File: src/hdl/ledet_pkg.sv
// Shared constants, types and codes for the local extrema detector.
package ledet_pkg;

    localparam int MAX_RADIUS = 8;
    localparam int WIN_DEPTH  = 2 * MAX_RADIUS + 1;
    localparam int IDX_W      = $clog2(WIN_DEPTH);
    localparam int CNT_W      = $clog2(WIN_DEPTH + 1);

    localparam int DATA_W = 32;
    localparam int MODE_W = 2;
    localparam int RAD_W  = 4;
    localparam int TOL_W  = 31;
    localparam int DIST_W = 32;
    localparam int CFG_IDX_W = 2;

    localparam logic [MODE_W-1:0] MODE_MIN  = 2'd0;
    localparam logic [MODE_W-1:0] MODE_MAX  = 2'd1;
    localparam logic [MODE_W-1:0] MODE_BOTH = 2'd2;

    localparam logic [CFG_IDX_W-1:0] REG_MODE   = 2'd0;
    localparam logic [CFG_IDX_W-1:0] REG_RADIUS = 2'd1;
    localparam logic [CFG_IDX_W-1:0] REG_TOL    = 2'd2;
    localparam logic [CFG_IDX_W-1:0] REG_MERGE  = 2'd3;

    localparam logic [MODE_W-1:0] MODE_RESET   = MODE_BOTH;
    localparam logic [RAD_W-1:0]  RADIUS_RESET = 4'd3;

    typedef struct packed {
        logic shift;
        logic compare;
    } cell_ctrl_t;

    typedef struct packed {
        logic signed [DATA_W-1:0] x;
        logic signed [DATA_W-1:0] y;
        logic                     has_point;
        logic                     stream_done;
        logic                     run_last;
    } result_t;

endpackage

File: src/hdl/ledet_cell.sv
// One window cell: holds a point, passes it on, and checks it against the centre.
module ledet_cell (
    input  logic                                     clk,
    input  ledet_pkg::cell_ctrl_t                    ctrl,
    input  logic signed [ledet_pkg::DATA_W-1:0]      x_in,
    input  logic signed [ledet_pkg::DATA_W-1:0]      y_in,
    input  logic signed [ledet_pkg::DATA_W-1:0]      centre_y,
    input  logic        [ledet_pkg::TOL_W-1:0]       tolerance,
    output logic signed [ledet_pkg::DATA_W-1:0]      x,
    output logic signed [ledet_pkg::DATA_W-1:0]      y,
    output logic                                     lo_ok,
    output logic                                     hi_ok
);

    logic signed [ledet_pkg::DATA_W-1:0] x_reg;
    logic signed [ledet_pkg::DATA_W-1:0] y_reg;
    logic                                lo_ok_reg;
    logic                                hi_ok_reg;
    logic signed [ledet_pkg::DATA_W:0]   tol_ext;
    logic signed [ledet_pkg::DATA_W:0]   diff_down;
    logic signed [ledet_pkg::DATA_W:0]   diff_up;

    always_comb
    begin
        tol_ext   = $signed({{(ledet_pkg::DATA_W + 1 - ledet_pkg::TOL_W){1'b0}}, tolerance});
        diff_down = {centre_y[ledet_pkg::DATA_W-1], centre_y} - {y_reg[ledet_pkg::DATA_W-1], y_reg};
        diff_up   = {y_reg[ledet_pkg::DATA_W-1], y_reg} - {centre_y[ledet_pkg::DATA_W-1], centre_y};
    end

    always_ff @(posedge clk)
    begin
        if (ctrl.shift)
        begin
            x_reg <= x_in;
            y_reg <= y_in;
        end
        // a neighbor lower than the centre by more than the tolerance rules out a minimum
        if (ctrl.compare)
        begin
            lo_ok_reg <= !(diff_down > tol_ext);
            hi_ok_reg <= !(diff_up > tol_ext);
        end
    end

    assign x     = x_reg;
    assign y     = y_reg;
    assign lo_ok = lo_ok_reg;
    assign hi_ok = hi_ok_reg;

endmodule

File: config.mk
export PLATFORM = sky130hd
export DESIGN_NAME = ledet_cell
export DESIGN_NICKNAME = d
export VERILOG_FILES = /design/src/hdl/ledet_pkg.sv /design/src/hdl/ledet_cell.sv
export SDC_FILE = /design/constraint.sdc
export NUM_CORES = 1
export LEC_CHECK = 0
export ABC_AREA = 0
export CAP_MARGIN = 20
export CORE_MARGIN = 5
export CORE_UTILIZATION = 55
export CTS_BUF_LIST = sky130_fd_sc_hd__clkbuf_8 sky130_fd_sc_hd__clkbuf_16
export DETAILED_ROUTE_END_ITERATION = 16
export DONT_BUFFER_PORTS = 1
export PLACE_DENSITY = 0.75
export REMOVE_ABC_BUFFERS = 1
export SLEW_MARGIN = 5
export SYNTH_ARGS = -nofsm -noshare
export SYNTH_HDL_FRONTEND = slang
export SYNTH_SLANG_ARGS = --single-unit
File: constraint.sdc
create_clock -name clk -period 5.1 [get_ports clk]
set_input_delay 1.53 -clock clk [delete_from_list [all_inputs] [get_ports clk]]
set_output_delay 1.53 -clock clk [all_outputs]
set_load 0.03 [all_outputs]
# == Word-level counts from Yosys, hierarchy flattened ==
# Index checks and enable logic that the tools add are counted.
# classes
addsub,2
order_cmp,2
n_reduce_logical,2
# op_table
cell,count
$gt 33x32->1,2
$sub 32x32->33,2
$logic_not 1->1,2
# totals
regBits,66
input_bits,130
out_inout_bits,66
elab_cells,10

# == Logic depth before layout (Yosys ltp) ==
# Gate-level depths: netlist (run 1).
# logic_depth
depth_word,3
depth_mapped,21
ltp_nobuf,21

# == Worst setup path after synthesis (run 1) ==
# Ideal clock, no wire load.
# synth_path
path_type,input-to-reg
startpoint,input port centre_y[0] in the netlist's numbering
endpoint,"register lo_ok_reg, in the netlist lo_ok (data pin)"
setup_ns,0.271
t_arrival_ns,4.819
required_ns,4.829
path_slack_ns,0.010
path_stages,19
n_path_buf,0
path_cell_list,inv_1 > ha_1 > inv_1 > fa_1 > a211oi_1 > o21ai_1 > a31oi_1 > o21bai_1 > a21oi_1 > o21ai_0 > xnor2_1 > ha_1 > nand4_1 > nor4_1 > nand3b_1 > a21oi_1 > a21oi_1 > a31oi_1 > o221ai_1
# synth_via
elab_chain_len,3
# synth_rtl
element,line_no,source
"start, declared",ledet_cell.sv:7,"input logic signed [ledet_pkg::DATA_W-1:0] centre_y,"
$sub 32x32->33,ledet_cell.sv:26,"diff_down = {centre_y[ledet_pkg::DATA_W-1], centre_y} - {y_reg[ledet_pkg::DATA_W-1], y_reg};"
$gt 33x32->1,ledet_cell.sv:40,lo_ok_reg <= !(diff_down > tol_ext);
$logic_not 1->1,ledet_cell.sv:40,
"end signal, assigned",ledet_cell.sv:40,
"end, declared",ledet_cell.sv:17,logic lo_ok_reg;
# Every way passes these cells.
# A chain may end at the register's enable or synchronous reset.

# == Worst setup path in the final report (run 1) ==
# layout_path
startpoint,input port centre_y[0] in the netlist's numbering
endpoint,"register hi_ok_reg, in the netlist hi_ok (data pin)"
# layout_via
elab_chain_len,3
# layout_rtl
element,line_no,source
$sub 32x32->33,ledet_cell.sv:27,"diff_up = {y_reg[ledet_pkg::DATA_W-1], y_reg} - {centre_y[ledet_pkg::DATA_W-1], centre_y};"
$gt 33x32->1,ledet_cell.sv:41,hi_ok_reg <= !(diff_up > tol_ext);
$logic_not 1->1,ledet_cell.sv:41,
"end signal, assigned",ledet_cell.sv:41,
"end, declared",ledet_cell.sv:18,logic hi_ok_reg;
# Every way passes these cells.

==> results_dict.tcl, run 1 <==
set metrics [dict create \
    status "finished, final reports clean" \
    hpwlAfterDp_mm 17.7 \
    startpoint_type "primary input" \
    cap_violations 0 \
    switching_share_pct 39.2 \
    skew_ps 7.97 \
    wire_per_inst_um 19.3 \
    drtIter0Drc 495 \
    cts_root_buf "clkbuf_16" \
    finalCriticalPeriod_ps 4900 \
    num_rows 41 \
    num_antenna_cells 0 \
    clock-sinks 66 \
    place_area_um2 7950 \
    postRouteAntennaNets 0 \
    final_cell_area_um2 8350 \
    hold_buffers 0 \
    slew_violations 0 \
    hold_ws_ps 1050 \
    clk_latency_ps 340 \
    synth_area_per_cell_um2 8.69 \
    gr-total-overflow 0 \
    synth_top_family_by_area "compound AO/OA/AOI/OAI gates" \
    start_util_pct 56.1 \
    worstSetupEndpointType "flip-flop" \
    io_buffer_count 0 \
    grt_pass1_wl_mm 32.6 \
    synth-compound-area-share_pct 23.0 \
    clock.fmax_mhz 204 \
    synth-async-reset-ratio_pct 0 \
    drt-total-wl_mm 20.9 \
    dr.pass1.iters 5 \
    path_clk_slew_ps 60 \
    ys_ff_latch 66 \
    cts_tree "done" \
    drc 0 \
    nFillCells 1074 \
    grt_usage_pct 27.7 \
    fin_setup_tns_ps 0 \
    drive_above_1_share_pct 16.2 \
    syn_area_um2 7110 \
    min_path_type "flip-flop to flip-flop" \
    startpoint "centre_y[0]" \
    io_pins 196 \
    critPathArrivalTime_ps 4990 \
    pre_cts_ws_ps -412 \
    ys_seq_area_share_pct 27.9 \
    synth_edf_count 66 \
    power.density_nw_per_um2 305 \
    ys_types 56 \
    grt_max_degree 65 \
    p_clk_share_pct 24.1 \
    cts_buffer_depth 2 \
    synthMuxAreaShare_pct 0 \
    setup_viol 0 \
    htreeDepth 3 \
    min_period_over_period_pct 96.0 \
    place.gp.congestion 0.973 \
    synth-simple-area-share_pct 11.3 \
    die-area_um2 15300 \
    p_seq_share_pct 30.3 \
    die_h_um 124 \
    holdPathStages 2 \
    hold_viol 0 \
    max_slew_margin_pct 64.7 \
    crit_path_max_fanout 3 \
    syn-instance-count 818 \
    die_x_um 124 \
    min_from "y[31]$_DFFE_PP_" \
    antenna_found_initial 0 \
    vias 6470 \
    net-switching-power_mw 0.999 \
    yosysWarnings 0 \
    worst-r2r-cell-count 18 \
    syn_to_final_growth_pct 17.4 \
    synth-xor-area-share_pct 6.90 \
    setup_ws_ps 204 \
    worst_slew_pin_slew_ps 516 \
    cp.required_ps 5190 \
    num-nets-final 1165 \
    final_util_pct 65.9 \
    path_class "primary input to flip-flop" \
    numCtsBuffers 9 \
    leakage_nw 3.95 \
    internal_power_mw 1.55 \
    synthAdderAreaFrac_pct 22.6 \
    via_per_inst 5.96 \
    coreArea_um2 12700 \
    ys.flop_type "edfxtp_1" \
    peakVddDrop_v 0.000315 \
    comb_power_share_pct 45.6 \
    grt_pass1_vias 6553 \
    r2r_start "y[1]$_DFFE_PP_" \
]
## metrics by stage
stage               total power, mW  instances
CTS                            2.52       1084
global placement               1.85       1068
detailed placement             1.89       1068
floorplan                      1.49        793
global route                   2.71       1085
finish                         2.55       1085
## path summary, 6_finish.rpt
path | to | slack (ps)
max | hi_ok$_DFFE_PP_ | 200
min | hi_ok$_DFFE_PP_ | 1050
max reg2reg | hi_ok$_DFFE_PP_ | 610
min reg2reg | hi_ok$_DFFE_PP_ | 1050
## metal layers
| metal | track usage, % | vias up | share of wire, % |
|---|---|---|---|
| li1 | - | 3093 | - |
| met1 | 37.8 | 3020 | 43 |
| met2 | 42.1 | 314 | 45 |
| met3 | 7.72 | 43 | 9.4 |
| met4 | 9.69 | 0 | 2.6 |
| met5 | 0 | - | 0 |
## synthesized netlist by cell type (all sizes together), types with 3 or more instances
| cell | number | share of area, % |
|---|---|---|
| a21oi | 95 | 6.7 |
| o21ai | 44 | 3.1 |
| xor2 | 15 | 1.8 |
| nor2b | 3 | 0.26 |
| o31ai | 8 | 0.92 |
| o21bai | 22 | 2.3 |
| a2111oi | 5 | 0.62 |
| nand2b | 6 | 0.53 |
| clkbuf | 8 | 0.44 |
| nor3 | 11 | 0.77 |
| nor2 | 39 | 2.1 |
| o21a | 7 | 0.74 |
| inv | 120 | 6.3 |
| edfxtp | 66 | 28 |
| a221oi | 3 | 0.37 |
| and2 | 4 | 0.35 |
| ha | 125 | 22 |
| a21boi | 3 | 0.32 |
| nand3 | 13 | 1.1 |
| nand2 | 58 | 3.1 |
| buf | 17 | 1.6 |
| a21o | 32 | 3.4 |
| a31oi | 6 | 0.53 |
| o211ai | 3 | 0.51 |
| nor4 | 4 | 0.35 |
| o2111ai | 5 | 0.86 |
| a211oi | 8 | 0.84 |
| xnor2 | 41 | 5.1 |
| nand4 | 25 | 2.2 |
## power groups by stage
| stage | registers [mW] | logic (mW) | clock network (mW) |
|---|---|---|---|
| 2_1_floorplan | 0.773 | 0.714 | 0 |
| 3_3_place_gp | 0.783 | 1.07 | 0 |
| 3_5_place_dp | 0.782 | 1.11 | 0 |
| 4_1_cts | 0.773 | 1.12 | 0.632 |
| 5_1_grt | 0.778 | 1.28 | 0.655 |
| 6_report | 0.771 | 1.16 | 0.614 |
## worst max-delay path, stage by stage
cell and delay, ps:
ha_1 120, inv_1 60, fa_2 350, a211oi_2 300, o211ai_1 150, a31oi_1 200
o21bai_1 110, a21oi_2 200, o21ba_2 170, xnor2_1 80, ha_1 300, nand4_1 170
buf_4 200, nor3_1 180, nand2_1 70, o2111ai_1 90, a21oi_1 90, o31ai_1 200
nand2_1 110, a221o_1 300
## final cells by class
class / count / area (um^2) / share of cell area, %
Clock buffer: 9 / 225 / 2.70
Tap cell: 172 / 215 / 2.58
Clock inverter: 7 / 70.1 / 0.840
Sequential cell: 66 / 1980 / 23.7
Multi-Input combinational cell: 607 / 4620 / 55.4
Timing Repair Buffer: 104 / 781 / 9.36
Inverter: 120 / 450 / 5.40
## cells in the final DEF (no fill, tap or decap), drive strengths merged, types with 9 or more instances in the layout
| cell type | synthesis | routed |
|---|---|---|
| xnor2 | 41 | 41 |
| nand2 | 58 | 58 |
| inv | 120 | 120 |
| nor3 | 11 | 11 |
| clkbuf | 8 | 9 |
| nand3 | 13 | 13 |
| ha | 125 | 125 |
| a21o | 32 | 32 |
| edfxtp | 66 | 66 |
| o21bai | 22 | 22 |
| xor2 | 15 | 15 |
| o21ai | 44 | 44 |
| nor2 | 39 | 39 |
| buf | 17 | 104 |
| nand4 | 25 | 25 |
| a21oi | 95 | 95 |
## kinds of logic (layout without fill, tap and decap cells)
family | Yosys count | count (layout)
compound gates | 255 | 255
simple gates | 169 | 169
buf+inv | 145 | 240
fa+ha+maj | 127 | 127
flops | 66 | 66
xor+xnor | 56 | 56
## repair_timing
item / CTS / global route
setup buffers: 0 / 1
cloned: 0 / 0
setup endpoints to repair: 1 / 2
gates resized for setup: 2 / 20
pin swaps: 0 / 10
Note: power is estimated with default switching activity, not from simulation.
==> run 2, diff against run 1 <==
--- a/config.mk
+++ b/config.mk
@@ -8,11 +8,11 @@
 export ABC_AREA = 0
 export CAP_MARGIN = 20
 export CORE_MARGIN = 5
-export CORE_UTILIZATION = 55
+export CORE_UTILIZATION = 40
 export CTS_BUF_LIST = sky130_fd_sc_hd__clkbuf_8 sky130_fd_sc_hd__clkbuf_16
 export DETAILED_ROUTE_END_ITERATION = 16
 export DONT_BUFFER_PORTS = 1
-export PLACE_DENSITY = 0.75
+export PLACE_DENSITY = 0.58
 export REMOVE_ABC_BUFFERS = 1
 export SLEW_MARGIN = 5
 export SYNTH_ARGS = -nofsm -noshare
==> results_dict.tcl, run 2 (synthesis results as in run 1) <==
set metrics [dict create \
    status "finished, final reports clean" \
    power.density_nw_per_um2 311 \
    worst-r2r-cell-count 20 \
    die_h_um 143 \
    layout.cells.non_filler 1140 \
    gr-total-overflow 0 \
    worstSetupEndpointType "flip-flop" \
    syn_to_final_growth_pct 19.4 \
    drive_above_1_share_pct 16.4 \
    r2r_end "lo_ok$_DFFE_PP_" \
    hold_viol 0 \
    die-area_um2 20500 \
    place_area_um2 8050 \
    numCtsBuffers 9 \
    path_class "primary input to flip-flop" \
    max_slew_margin_pct 71.3 \
    skew_ps 11.1 \
    cp.required_ps 5200 \
    r2r_start "y[1]$_DFFE_PP_" \
    nFillCells 1689 \
    io_buffer_count 0 \
    path_clk_slew_ps 60 \
    wire_per_inst_um 18.1 \
    start_util_pct 41.0 \
    worstSetupEndpoint "hi_ok$_DFFE_PP_" \
    io_pins 196 \
    drtIter0Drc 377 \
    startpoint_type "primary input" \
    rrSetupSlack_ps 660 \
    clock-sinks 66 \
    grt_pass1_vias 6330 \
    path_cells "ha_1, inv_1, fa_1, a211oi_2, o211ai_1, a31oi_1, o21bai_2, a21oi_2, o21ba_2, xnor2_1, ha_1, nand4_1, buf_4, nor3_1, nand2_1, o2111ai_1, a21oi_1, o31ai_1, nand2_1, a221o_1" \
    crit_family "compound AO/OA/AOI/OAI gates" \
    slew_violations 0 \
    die_x_um 143 \
    cts_buffer_depth 2 \
    antenna_found_initial 0 \
    hpwlAfterDp_mm 17.6 \
    finalPower_mw 2.64 \
    final_util_pct 48.9 \
    min_path_type "flip-flop to flip-flop" \
    place.gp.congestion 0.946 \
    critPathArrivalTime_ps 5010 \
    layout_commonest_cell "ha_1" \
    holdPathStages 2 \
    via_per_inst 5.38 \
    critical-path-max-stage-delay_ps 410 \
    dr.pass1.iters 5 \
    crit_path_max_fanout 3 \
    num_antenna_cells 0 \
    clock.fmax_mhz 204 \
    critPathBufInv 2 \
    hold_ws_ps 1040 \
    setup_viol 0 \
    grt_pass1_wl_mm 32.7 \
    drc 0 \
    cts_root_buf "clkbuf_16" \
    finalCriticalPeriod_ps 4910 \
    startpoint "centre_y[0]" \
    cts_tree "done" \
    grt_max_degree 65 \
    cp.depth 20 \
    htreeDepth 3 \
    worst_path_max_delay_cell "fa_1" \
    peakVddDrop_v 0.000272 \
    grt_setup_unrepaired "no" \
    postRouteAntennaNets 0 \
    final_cell_mix "125 x ha_1, 120 x inv_1, 107 x buf_4" \
    cap_violations 0 \
    grt_usage_pct 20.3 \
    coreArea_um2 17400 \
    dpl.cell_count 1125 \
    leakage_nw 3.99 \
    num-nets-final 1168 \
    vias 6136 \
    drt-total-wl_mm 20.7 \
    num_rows 48 \
    min_period_over_period_pct 96.3 \
    clk_latency_ps 340 \
    worst_slew_pin_slew_ps 420 \
    final_cell_area_um2 8490 \
]
-- run 2: how the worst min path moves through the flow --
stage,startpoint,end
after CTS,y[31]$_DFFE_PP_,hi_ok$_DFFE_PP_
after global placement,y[31]$_DFFE_PP_,hi_ok$_DFFE_PP_
final,y[31]$_DFFE_PP_,hi_ok$_DFFE_PP_
after global routing,y[31]$_DFFE_PP_,hi_ok$_DFFE_PP_
after floorplan,y[31]$_DFFE_PP_,hi_ok$_DFFE_PP_
after detailed placement,y[31]$_DFFE_PP_,hi_ok$_DFFE_PP_
-- run 2: report_power, final --
part | switching (mW) | leakage, nW | total (mW) | internal (mW)
registers | 0.118 | 0.646 | 0.771 | 0.654
clock network | 0.250 | 0.162 | 0.727 | 0.477
logic | 0.621 | 3.19 | 1.14 | 0.522
total | 0.989 | 3.99 | 2.64 | 1.65
-- run 2: worst min-delay path, delay by kind of cell (launching register included) --
kind / cells / cell delay (ps)
DFF: 1 / 550
adders and majority gates: 1 / 250
AOI/OAI and AO/OA: 1 / 140
-- run 2: final cells by class --
| cell class | instances | area, um^2 | share of cell area [%] |
|---|---|---|---|
| Timing Repair Buffer | 107 | 803 | 9.46 |
| Clock buffer | 9 | 225 | 2.65 |
| Multi-Input combinational cell | 607 | 4630 | 54.6 |
| Tap cell | 225 | 282 | 3.32 |
| Inverter | 120 | 450 | 5.31 |
| Sequential cell | 66 | 1980 | 23.3 |
| Clock inverter | 6 | 115 | 1.36 |
-- run 2: metrics by stage --
stage                     setup TNS [ps]  worst slack (ps)
after floorplan                        0              10.1
after global placement              -535              -271
after detailed placement            -813              -434
after CTS                              0              8.06
after global routing                   0              9.01
final                                  0               190
-- run 2: routing by layer --
metal  up-vias  share of wire [%]  GRT usage [%]
li1       3100                  -              -
met1      2827                 47           27.5
met2       190                 45           32.1
met3        19                6.6           5.79
met4         0                1.3           5.05
met5         -                  0              0
-- run 2: repair_timing --
action	CTS	global route
pin swaps	0	13
setup buffers	0	0
setup endpoints to repair	2	2
resized for setup	4	18
hold buffers	0	0
